[src/rtl/etrs_pkg.sv]
// etrs_pkg: constants, item and result types for the edge table relation search
// no dependencies; used by etrs_scan and edge_table_relation_search by scoped names
`timescale 1ns / 1ps
`default_nettype none
package etrs_pkg;

	localparam int TABLE_DEPTH = 32;
	localparam int NODE_WIDTH  = 16;
	localparam int ENTRY_W     = 5;
	localparam int REL_W       = 2;
	localparam int IDX_W       = $clog2(TABLE_DEPTH);
	localparam int CNT_W       = $clog2(TABLE_DEPTH + 1);

	localparam logic [NODE_WIDTH-1:0] ROOT_NODE = NODE_WIDTH'(1);

	localparam logic OP_LOAD  = 1'b0;
	localparam logic OP_QUERY = 1'b1;

	typedef struct packed {
		logic                  op;
		logic [ENTRY_W-1:0]    entry_index;
		logic [NODE_WIDTH-1:0] edge_source;
		logic [NODE_WIDTH-1:0] edge_target;
		logic [REL_W-1:0]      edge_relation;
		logic [NODE_WIDTH-1:0] query_node;
		logic [REL_W-1:0]      query_relation;
		logic                  parent_search;
	} item_t;

	typedef struct packed {
		logic [NODE_WIDTH-1:0] found_node;
		logic                  has_match;
		logic                  last;
	} result_t;

	typedef struct packed {
		logic [NODE_WIDTH-1:0] src;
		logic [NODE_WIDTH-1:0] dst;
		logic [REL_W-1:0]      rel;
	} edge_t;

	typedef struct packed {
		logic             re;
		logic [IDX_W-1:0] addr;
	} rd_req_t;

endpackage
`default_nettype wire

[src/rtl/etrs_ram.sv]
// etrs_ram: generic single write port, single read port ram with registered read data
// no dependencies; read data holds while re is low
`timescale 1ns / 1ps
`default_nettype none
module etrs_ram #(
	parameter int WIDTH = 8,
	parameter int DEPTH = 32,
	parameter int AW    = $clog2(DEPTH)
) (
	input  wire logic             clk,
	input  wire logic             we,
	input  wire logic [AW-1:0]    waddr,
	input  wire logic [WIDTH-1:0] wdata,
	input  wire logic             re,
	input  wire logic [AW-1:0]    raddr,
	output logic      [WIDTH-1:0] rdata
);

	logic [WIDTH-1:0] mem [DEPTH];

	always_ff @(posedge clk) begin
		if (we) begin
			mem[waddr] <= wdata;
		end
	end

	always_ff @(posedge clk) begin
		if (re) begin
			rdata <= mem[raddr];
		end
	end

endmodule
`default_nettype wire

[src/rtl/etrs_scan.sv]
// etrs_scan: query sequencer; walks the edge ram one entry a cycle unless stalled, matches,
// drives results; depends on etrs_pkg; last match is held until the walk ends to be flagged
`timescale 1ns / 1ps
`default_nettype none
module etrs_scan (
	input  wire logic                          clk,
	input  wire logic                          arst_n,
	input  wire logic                          start,
	input  wire etrs_pkg::item_t               query,
	input  wire logic [etrs_pkg::TABLE_DEPTH-1:0] entry_valid,
	output etrs_pkg::rd_req_t                  rd_req,
	input  wire etrs_pkg::edge_t               rd_data,
	output logic                               busy,
	output logic                               result_valid,
	input  wire logic                          result_stall,
	output etrs_pkg::result_t                  result
);

	typedef enum logic [1:0] {S_IDLE, S_SCAN, S_FLUSH} state_t;

	state_t                              state_q;
	logic [etrs_pkg::CNT_W-1:0]          cnt_q;
	logic                                v_s1;
	logic                                ent_v_s1;
	logic [etrs_pkg::NODE_WIDTH-1:0]     q_node_q;
	logic [etrs_pkg::REL_W-1:0]          q_rel_q;
	logic                                q_par_q;
	logic                                q_root_q;
	logic                                pend_v_q;
	logic [etrs_pkg::NODE_WIDTH-1:0]     pend_node_q;
	logic                                out_v_q;
	etrs_pkg::result_t                   out_q;

	logic [etrs_pkg::NODE_WIDTH-1:0] key;
	logic [etrs_pkg::NODE_WIDTH-1:0] other;
	logic                            hit;
	logic                            out_busy;
	logic                            adv;
	logic                            issue;
	logic                            walked;
	logic                            out_set;

	always_comb begin
		key      = q_par_q ? rd_data.dst : rd_data.src;
		other    = q_par_q ? rd_data.src : rd_data.dst;
		hit      = v_s1 && ent_v_s1 && !q_root_q && (rd_data.rel == q_rel_q) && (key == q_node_q);
		out_busy = out_v_q && result_stall;
		adv      = !(hit && pend_v_q && out_busy);
		walked   = (cnt_q == etrs_pkg::CNT_W'(etrs_pkg::TABLE_DEPTH));
		issue    = (state_q == S_SCAN) && !walked && adv;
		out_set  = ((state_q == S_SCAN) && adv && hit && pend_v_q)
		           || ((state_q == S_FLUSH) && !out_busy);
		rd_req.re   = issue;
		rd_req.addr = cnt_q[etrs_pkg::IDX_W-1:0];
	end

	always_ff @(posedge clk or negedge arst_n) begin
		if (!arst_n) begin
			state_q     <= S_IDLE;
			cnt_q       <= '0;
			v_s1        <= 1'b0;
			ent_v_s1    <= 1'b0;
			q_node_q    <= '0;
			q_rel_q     <= '0;
			q_par_q     <= 1'b0;
			q_root_q    <= 1'b0;
			pend_v_q    <= 1'b0;
			pend_node_q <= '0;
			out_v_q     <= 1'b0;
			out_q       <= '0;
		end else begin
			if (out_set) begin
				out_v_q <= 1'b1;
			end else if (!result_stall) begin
				out_v_q <= 1'b0;
			end
			unique case (state_q)
				S_IDLE: begin
					if (start) begin
						q_node_q <= query.query_node;
						q_rel_q  <= query.query_relation;
						q_par_q  <= query.parent_search;
						q_root_q <= query.parent_search && (query.query_node == etrs_pkg::ROOT_NODE);
						cnt_q    <= '0;
						v_s1     <= 1'b0;
						pend_v_q <= 1'b0;
						state_q  <= S_SCAN;
					end
				end
				S_SCAN: begin
					if (adv) begin
						v_s1 <= issue;
						if (issue) begin
							cnt_q    <= cnt_q + etrs_pkg::CNT_W'(1);
							ent_v_s1 <= entry_valid[rd_req.addr];
						end
						if (hit) begin
							pend_node_q <= other;
							pend_v_q    <= 1'b1;
							if (pend_v_q) begin
								out_q <= '{found_node: pend_node_q, has_match: 1'b1,
								           last: 1'b0};
							end
						end
					end
					if (walked && !v_s1) begin
						state_q <= S_FLUSH;
					end
				end
				S_FLUSH: begin
					if (!out_busy) begin
						out_q    <= '{found_node: pend_v_q ? pend_node_q : '0,
						              has_match: pend_v_q, last: 1'b1};
						pend_v_q <= 1'b0;
						state_q  <= S_IDLE;
					end
				end
				default: begin
					state_q <= S_IDLE;
				end
			endcase
		end
	end

	assign busy         = (state_q != S_IDLE);
	assign result_valid = out_v_q;
	assign result       = out_q;

endmodule
`default_nettype wire

[src/rtl/edge_table_relation_search.sv]
// edge_table_relation_search: top level; load decode, entry valid flags, edge ram, scan
// depends on etrs_pkg, etrs_ram, etrs_scan
//
// channel  | signals                           | payload
// item     | item_valid, item_stall, item      | etrs_pkg::item_t (load or query)
// result   | result_valid, result_stall, result| etrs_pkg::result_t
//
// a load writes the ram and sets its entry valid flag when taken, and gives no result
// a query walks every entry through the single ram read port, one entry a cycle unless stalled
// item_stall stays high from the query transfer until its last result is in the output register
// result stalls pause the walk only when a second match is waiting behind a held result
// reset clears the entry valid flags at once; the ram itself is never cleared
`timescale 1ns / 1ps
`default_nettype none
module edge_table_relation_search (
	input  wire logic               clk,
	input  wire logic               arst_n,
	input  wire logic               item_valid,
	output logic                    item_stall,
	input  wire etrs_pkg::item_t    item,
	output logic                    result_valid,
	input  wire logic               result_stall,
	output etrs_pkg::result_t       result
);

	logic [etrs_pkg::TABLE_DEPTH-1:0] valid_q;
	logic                             busy;
	logic                             take;
	logic                             load_we;
	logic [etrs_pkg::IDX_W-1:0]       waddr;
	etrs_pkg::edge_t                  wdata;
	etrs_pkg::edge_t                  rd_data;
	etrs_pkg::rd_req_t                rd_req;

	assign item_stall = busy;
	assign take       = item_valid && !item_stall;
	assign load_we    = take && (item.op == etrs_pkg::OP_LOAD)
	                    && (32'(item.entry_index) < etrs_pkg::TABLE_DEPTH);
	assign waddr      = etrs_pkg::IDX_W'(item.entry_index);
	assign wdata      = '{src: item.edge_source, dst: item.edge_target,
	                      rel: item.edge_relation};

	always_ff @(posedge clk or negedge arst_n) begin
		if (!arst_n) begin
			valid_q <= '0;
		end else if (load_we) begin
			valid_q[waddr] <= 1'b1;
		end
	end

	etrs_ram #(
		.WIDTH($bits(etrs_pkg::edge_t)),
		.DEPTH(etrs_pkg::TABLE_DEPTH)
	) u_ram (
		.clk  (clk),
		.we   (load_we),
		.waddr(waddr),
		.wdata(wdata),
		.re   (rd_req.re),
		.raddr(rd_req.addr),
		.rdata(rd_data)
	);

	etrs_scan u_scan (
		.clk         (clk),
		.arst_n      (arst_n),
		.start       (take && (item.op == etrs_pkg::OP_QUERY)),
		.query       (item),
		.entry_valid (valid_q),
		.rd_req      (rd_req),
		.rd_data     (rd_data),
		.busy        (busy),
		.result_valid(result_valid),
		.result_stall(result_stall),
		.result      (result)
	);

	a_empty_is_last: assert property (@(posedge clk) disable iff (!arst_n)
		result_valid && !result.has_match |-> result.last)
		else $error("empty result without last flag");

	a_empty_node_zero: assert property (@(posedge clk) disable iff (!arst_n)
		result_valid && !result.has_match |-> (result.found_node == '0))
		else $error("empty result carries a node");

	a_query_holds_off: assert property (@(posedge clk) disable iff (!arst_n)
		item_valid && !item_stall && (item.op == etrs_pkg::OP_QUERY) |=> item_stall)
		else $error("query transfer did not hold off the next item");

endmodule
`default_nettype wire
[config.mk]
export PLATFORM = sky130hd
export DESIGN_NAME = edge_table_relation_search
export DESIGN_NICKNAME = d
export VERILOG_FILES = /design/src/rtl/etrs_pkg.sv /design/src/rtl/etrs_ram.sv /design/src/rtl/etrs_scan.sv /design/src/rtl/edge_table_relation_search.sv
export SDC_FILE = /design/constraint.sdc
export NUM_CORES = 1
export LEC_CHECK = 0
export BUFFER_PORTS_ARGS = -buffer_cell sky130_fd_sc_hd__clkbuf_2
export CAP_MARGIN = 0
export CORE_UTILIZATION = 30
export DETAILED_ROUTE_END_ITERATION = 8
export SYNTH_ARGS = -nofsm -noshare
export SYNTH_HDL_FRONTEND = slang
export SYNTH_SLANG_ARGS = --single-unit
[constraint.sdc]
create_clock -name clk -period 7.7 [get_ports clk]
set_input_delay 1.925 -clock clk [delete_from_list [all_inputs] [get_ports clk]]
set_output_delay 1.925 -clock clk [all_outputs]
set_load 0.005 [all_outputs]
==> results.md <==
- Status: complete, no violations
- Fin nets: 2,219
- Number of synthesized flops with an enable pin: 1,122
- Die Footprint: 0.158 sq mm
- DRC: 0
- Number of global-route vias before repair: 21,789
- Final Cycle Share: 50.2%
- Post-cts repair resize count: 0
- Post-Place Cell Area: 0.0500 sq mm
- Layout Skew: 0.0227 ns
- Via Count: 21,174
- Power density over the cells: 347 mW/mm^2
- Ports: 83
- Cell taking the most area after synthesis: edfxtp_1
- Grt peak-use layer: met2
- Sequential area share after synthesis: 77.1%
- Overflow after GRT: 0
- Fillers: 14,141
- Clk_lat worst skew: 0.70 ns
- WL/cell: 25.1 um
- Clock Tree Buf Depth: 3
- CTS root buffer: clkbuf_16
- Synthesized area per cell: 23.2 sq um
- Die Height: 397 um
- TritonRoute pass-1 iters: 5
- Synthesized area: 0.0469 sq mm
- Drt total wl: 108,000 um
- Hold Path Class: reg2reg
- # Post-CTS Setup Buffers: 0
- Layout cells sized above 1: 35.1%
- DRT iter0 DRCs: 2,016
- Setup crit end kind: flop
- Vias per inst: 4.92
- Max-Cap Viols: 0
- Most common cell after layout, fill and taps aside: edfxtp_1
- Total track usage: 13.6%
- Post-DRT Antenna Nets: 0
- Buffers on Ports: 82
- GP Congestion: 0.777
- GR Util met1: 19.0%
- Fin worst setup slack: 3.83 ns
- CP max FO: 35
- Worst relative slew slack: 14.7%
- Rows: 144
- Main synth FF type: edfxtp_1
- Area of the multi-input gates: 0.0105 sq mm
- RSZ-0062 raised after global routing: no
- Clock-pin transition on the worst setup and hold timing paths: 0.06 ns
- Design Area, Final: 0.0541 sq mm
- Slew Limit Fails: 0
- Post-DP HPWL: 67,100 um
- Synth Instances: 2,020
- Flops & latches, synth: 1,220
- Startpoint Class: input pin
- Post-synth ARST share: 8.03%
- Largest net degree at the start of global routing: 110
- GRT met3 Usage: 3.44%
- Initial Util: 30.3%
- Clock Sinks: 1,220
- GRT met2 Usage: 21.3%
- Pre-CTS setup slack: 3.04 ns
- Synth area leaders: edfxtp_1, mux4_2, dfrtp_1, mux2_2, nand2_1
- DIE WIDTH: 397 um
- Post-Layout Cell Count: 4,305
- H-tree depth: 3
- Antenna violations before repair: 10
- Synth warn: 0
- Peak supply drop: 0.271 mV
- Critical Path RT: 8.01 ns
- Num CTS Buffers: 118
- Tmin final: 3.87 ns
- Area of the core: 0.155 sq mm
- Power Total: 18.8 mW
- Max Freq: 0.258 GHz
- Leakage Power: 17.2 nW
- First-pass GRT wire length: 156,000 um
- Mapped Nets: 2,085
- Worst Max-Slew Pin Slew: 1.28 ns
- CTS tree: done
- Yosys top cell area share: 71.9%
- Commonest cells after routing, fill and taps aside: edfxtp_1, mux4_2, clkbuf_16
- Area delta synth->final: 15.4%
- Final Hold Viols: 0
- Synth unique cells: 46
- Register area: 0.0362 sq mm
- Cts hold-fix bufs: 0
- CP Class: in2reg
- Worst path arrival time: 4.18 ns
- Setup TNS Final: 0 ns
- Setup-failing EPs final: 0
- Placed Cells incl. Taps: 4,078
## final cells by class
class	count	area share [%]
Antenna cell	1	0.00463
Clock buffer	146	5.81
Clock inverter	80	1.83
Inverter	8	0.0555
Multi-Input combinational cell	690	19.4
Sequential cell	1220	66.9
Tap cell	2044	4.73
Timing Repair Buffer	116	1.30
## flip-flops by register name, indices dropped and copies added (netlist names)
name,flops
u_ram.mem,1088
u_ram.rdata,34
u_scan.cnt_q,6
u_scan.ent_v_s1,1
u_scan.pend_node_q,16
u_scan.pend_v_q,1
u_scan.q_node_q,16
u_scan.q_par_q,1
u_scan.q_rel_q,2
u_scan.q_root_q,1
u_scan.result,18
u_scan.result_valid,1
u_scan.state_q,2
u_scan.v_s1,1
valid_q,32
## per-stage QoR
stage	hold WS [ns]	utilization, %
detailed placement	0.450	32.3
global placement	0.447	32.3
finish	0.467	35.0
floorplan	0.434	-
global route	0.477	35.0
CTS	0.467	35.0
## layer usage
metal  part of all wire [%]  routed length [um]
met3                    6.9                7490
met4                    2.3                2480
met2                     47               50800
met1                     44               47200
met5                  0.043                  47
## kinds of logic after synthesis
kind of cell	Yosys count	synth area share, %
flops	1220	77.1
fa+ha+maj	2	0.0534
simple gates	199	2.05
buf+inv	110	0.980
xor+xnor	18	0.336
compound gates	35	0.619
mux	436	18.8
## report_power, final
group | internal (mW) | switching [mW] | leakage, nW | total (mW)
clock network | 3.61 | 2.46 | 2.00 | 6.07
registers | 7.53 | 0.294 | 11.4 | 7.82
logic | 2.30 | 2.57 | 3.79 | 4.87
total | 13.4 | 5.33 | 17.2 | 18.8
## critical path, cell delays in order
cell,delay (ns)
clkbuf_2,0.10
nand2_1,0.07
nor3_1,0.59
nand3_1,0.47
nor2_4,0.97
## cell usage after synthesis (2+ instances only)
master    number
nor2b_1        2
nand2_1       81
or3_1          3
edfxtp_1    1122
ha_1           2
mux4_2       350
a21o_1         2
nor2_1        41
xor2_1         4
inv_1          7
nor4_2         2
or2_2         34
xnor2_1       14
mux2i_1       18
nand3_1       13
mux2_2        68
clkbuf_1      68
a32o_1        16
or4_1          2
buf_6          3
nor4_1         4
nand2b_1       3
dfrtp_1       98
and3_1         3
buf_1         26
o31ai_1        2
nor3_1         3
o21ai_0        8
buf_2          3
nand4b_1       2
## path summary, 6_finish.rpt
kind	end	depth (start not counted)	startpoint	slack, ns
setup / recovery	u_ram.mem[24][24]	5	item_valid	3.83
hold / removal	valid_q[31]	1	valid_q[31]	0.47
setup reg to reg	u_ram.rdata[21]	4	u_scan.cnt_q[0]	4.05
hold reg to reg	valid_q[31]	1	valid_q[31]	0.47
max in group asynchronous	u_scan.cnt_q[1]	2	arst_n	5.21
min in group asynchronous	u_scan.pend_node_q[12]	1	arst_n	1.24
Power figures use the tool's default switching activity.
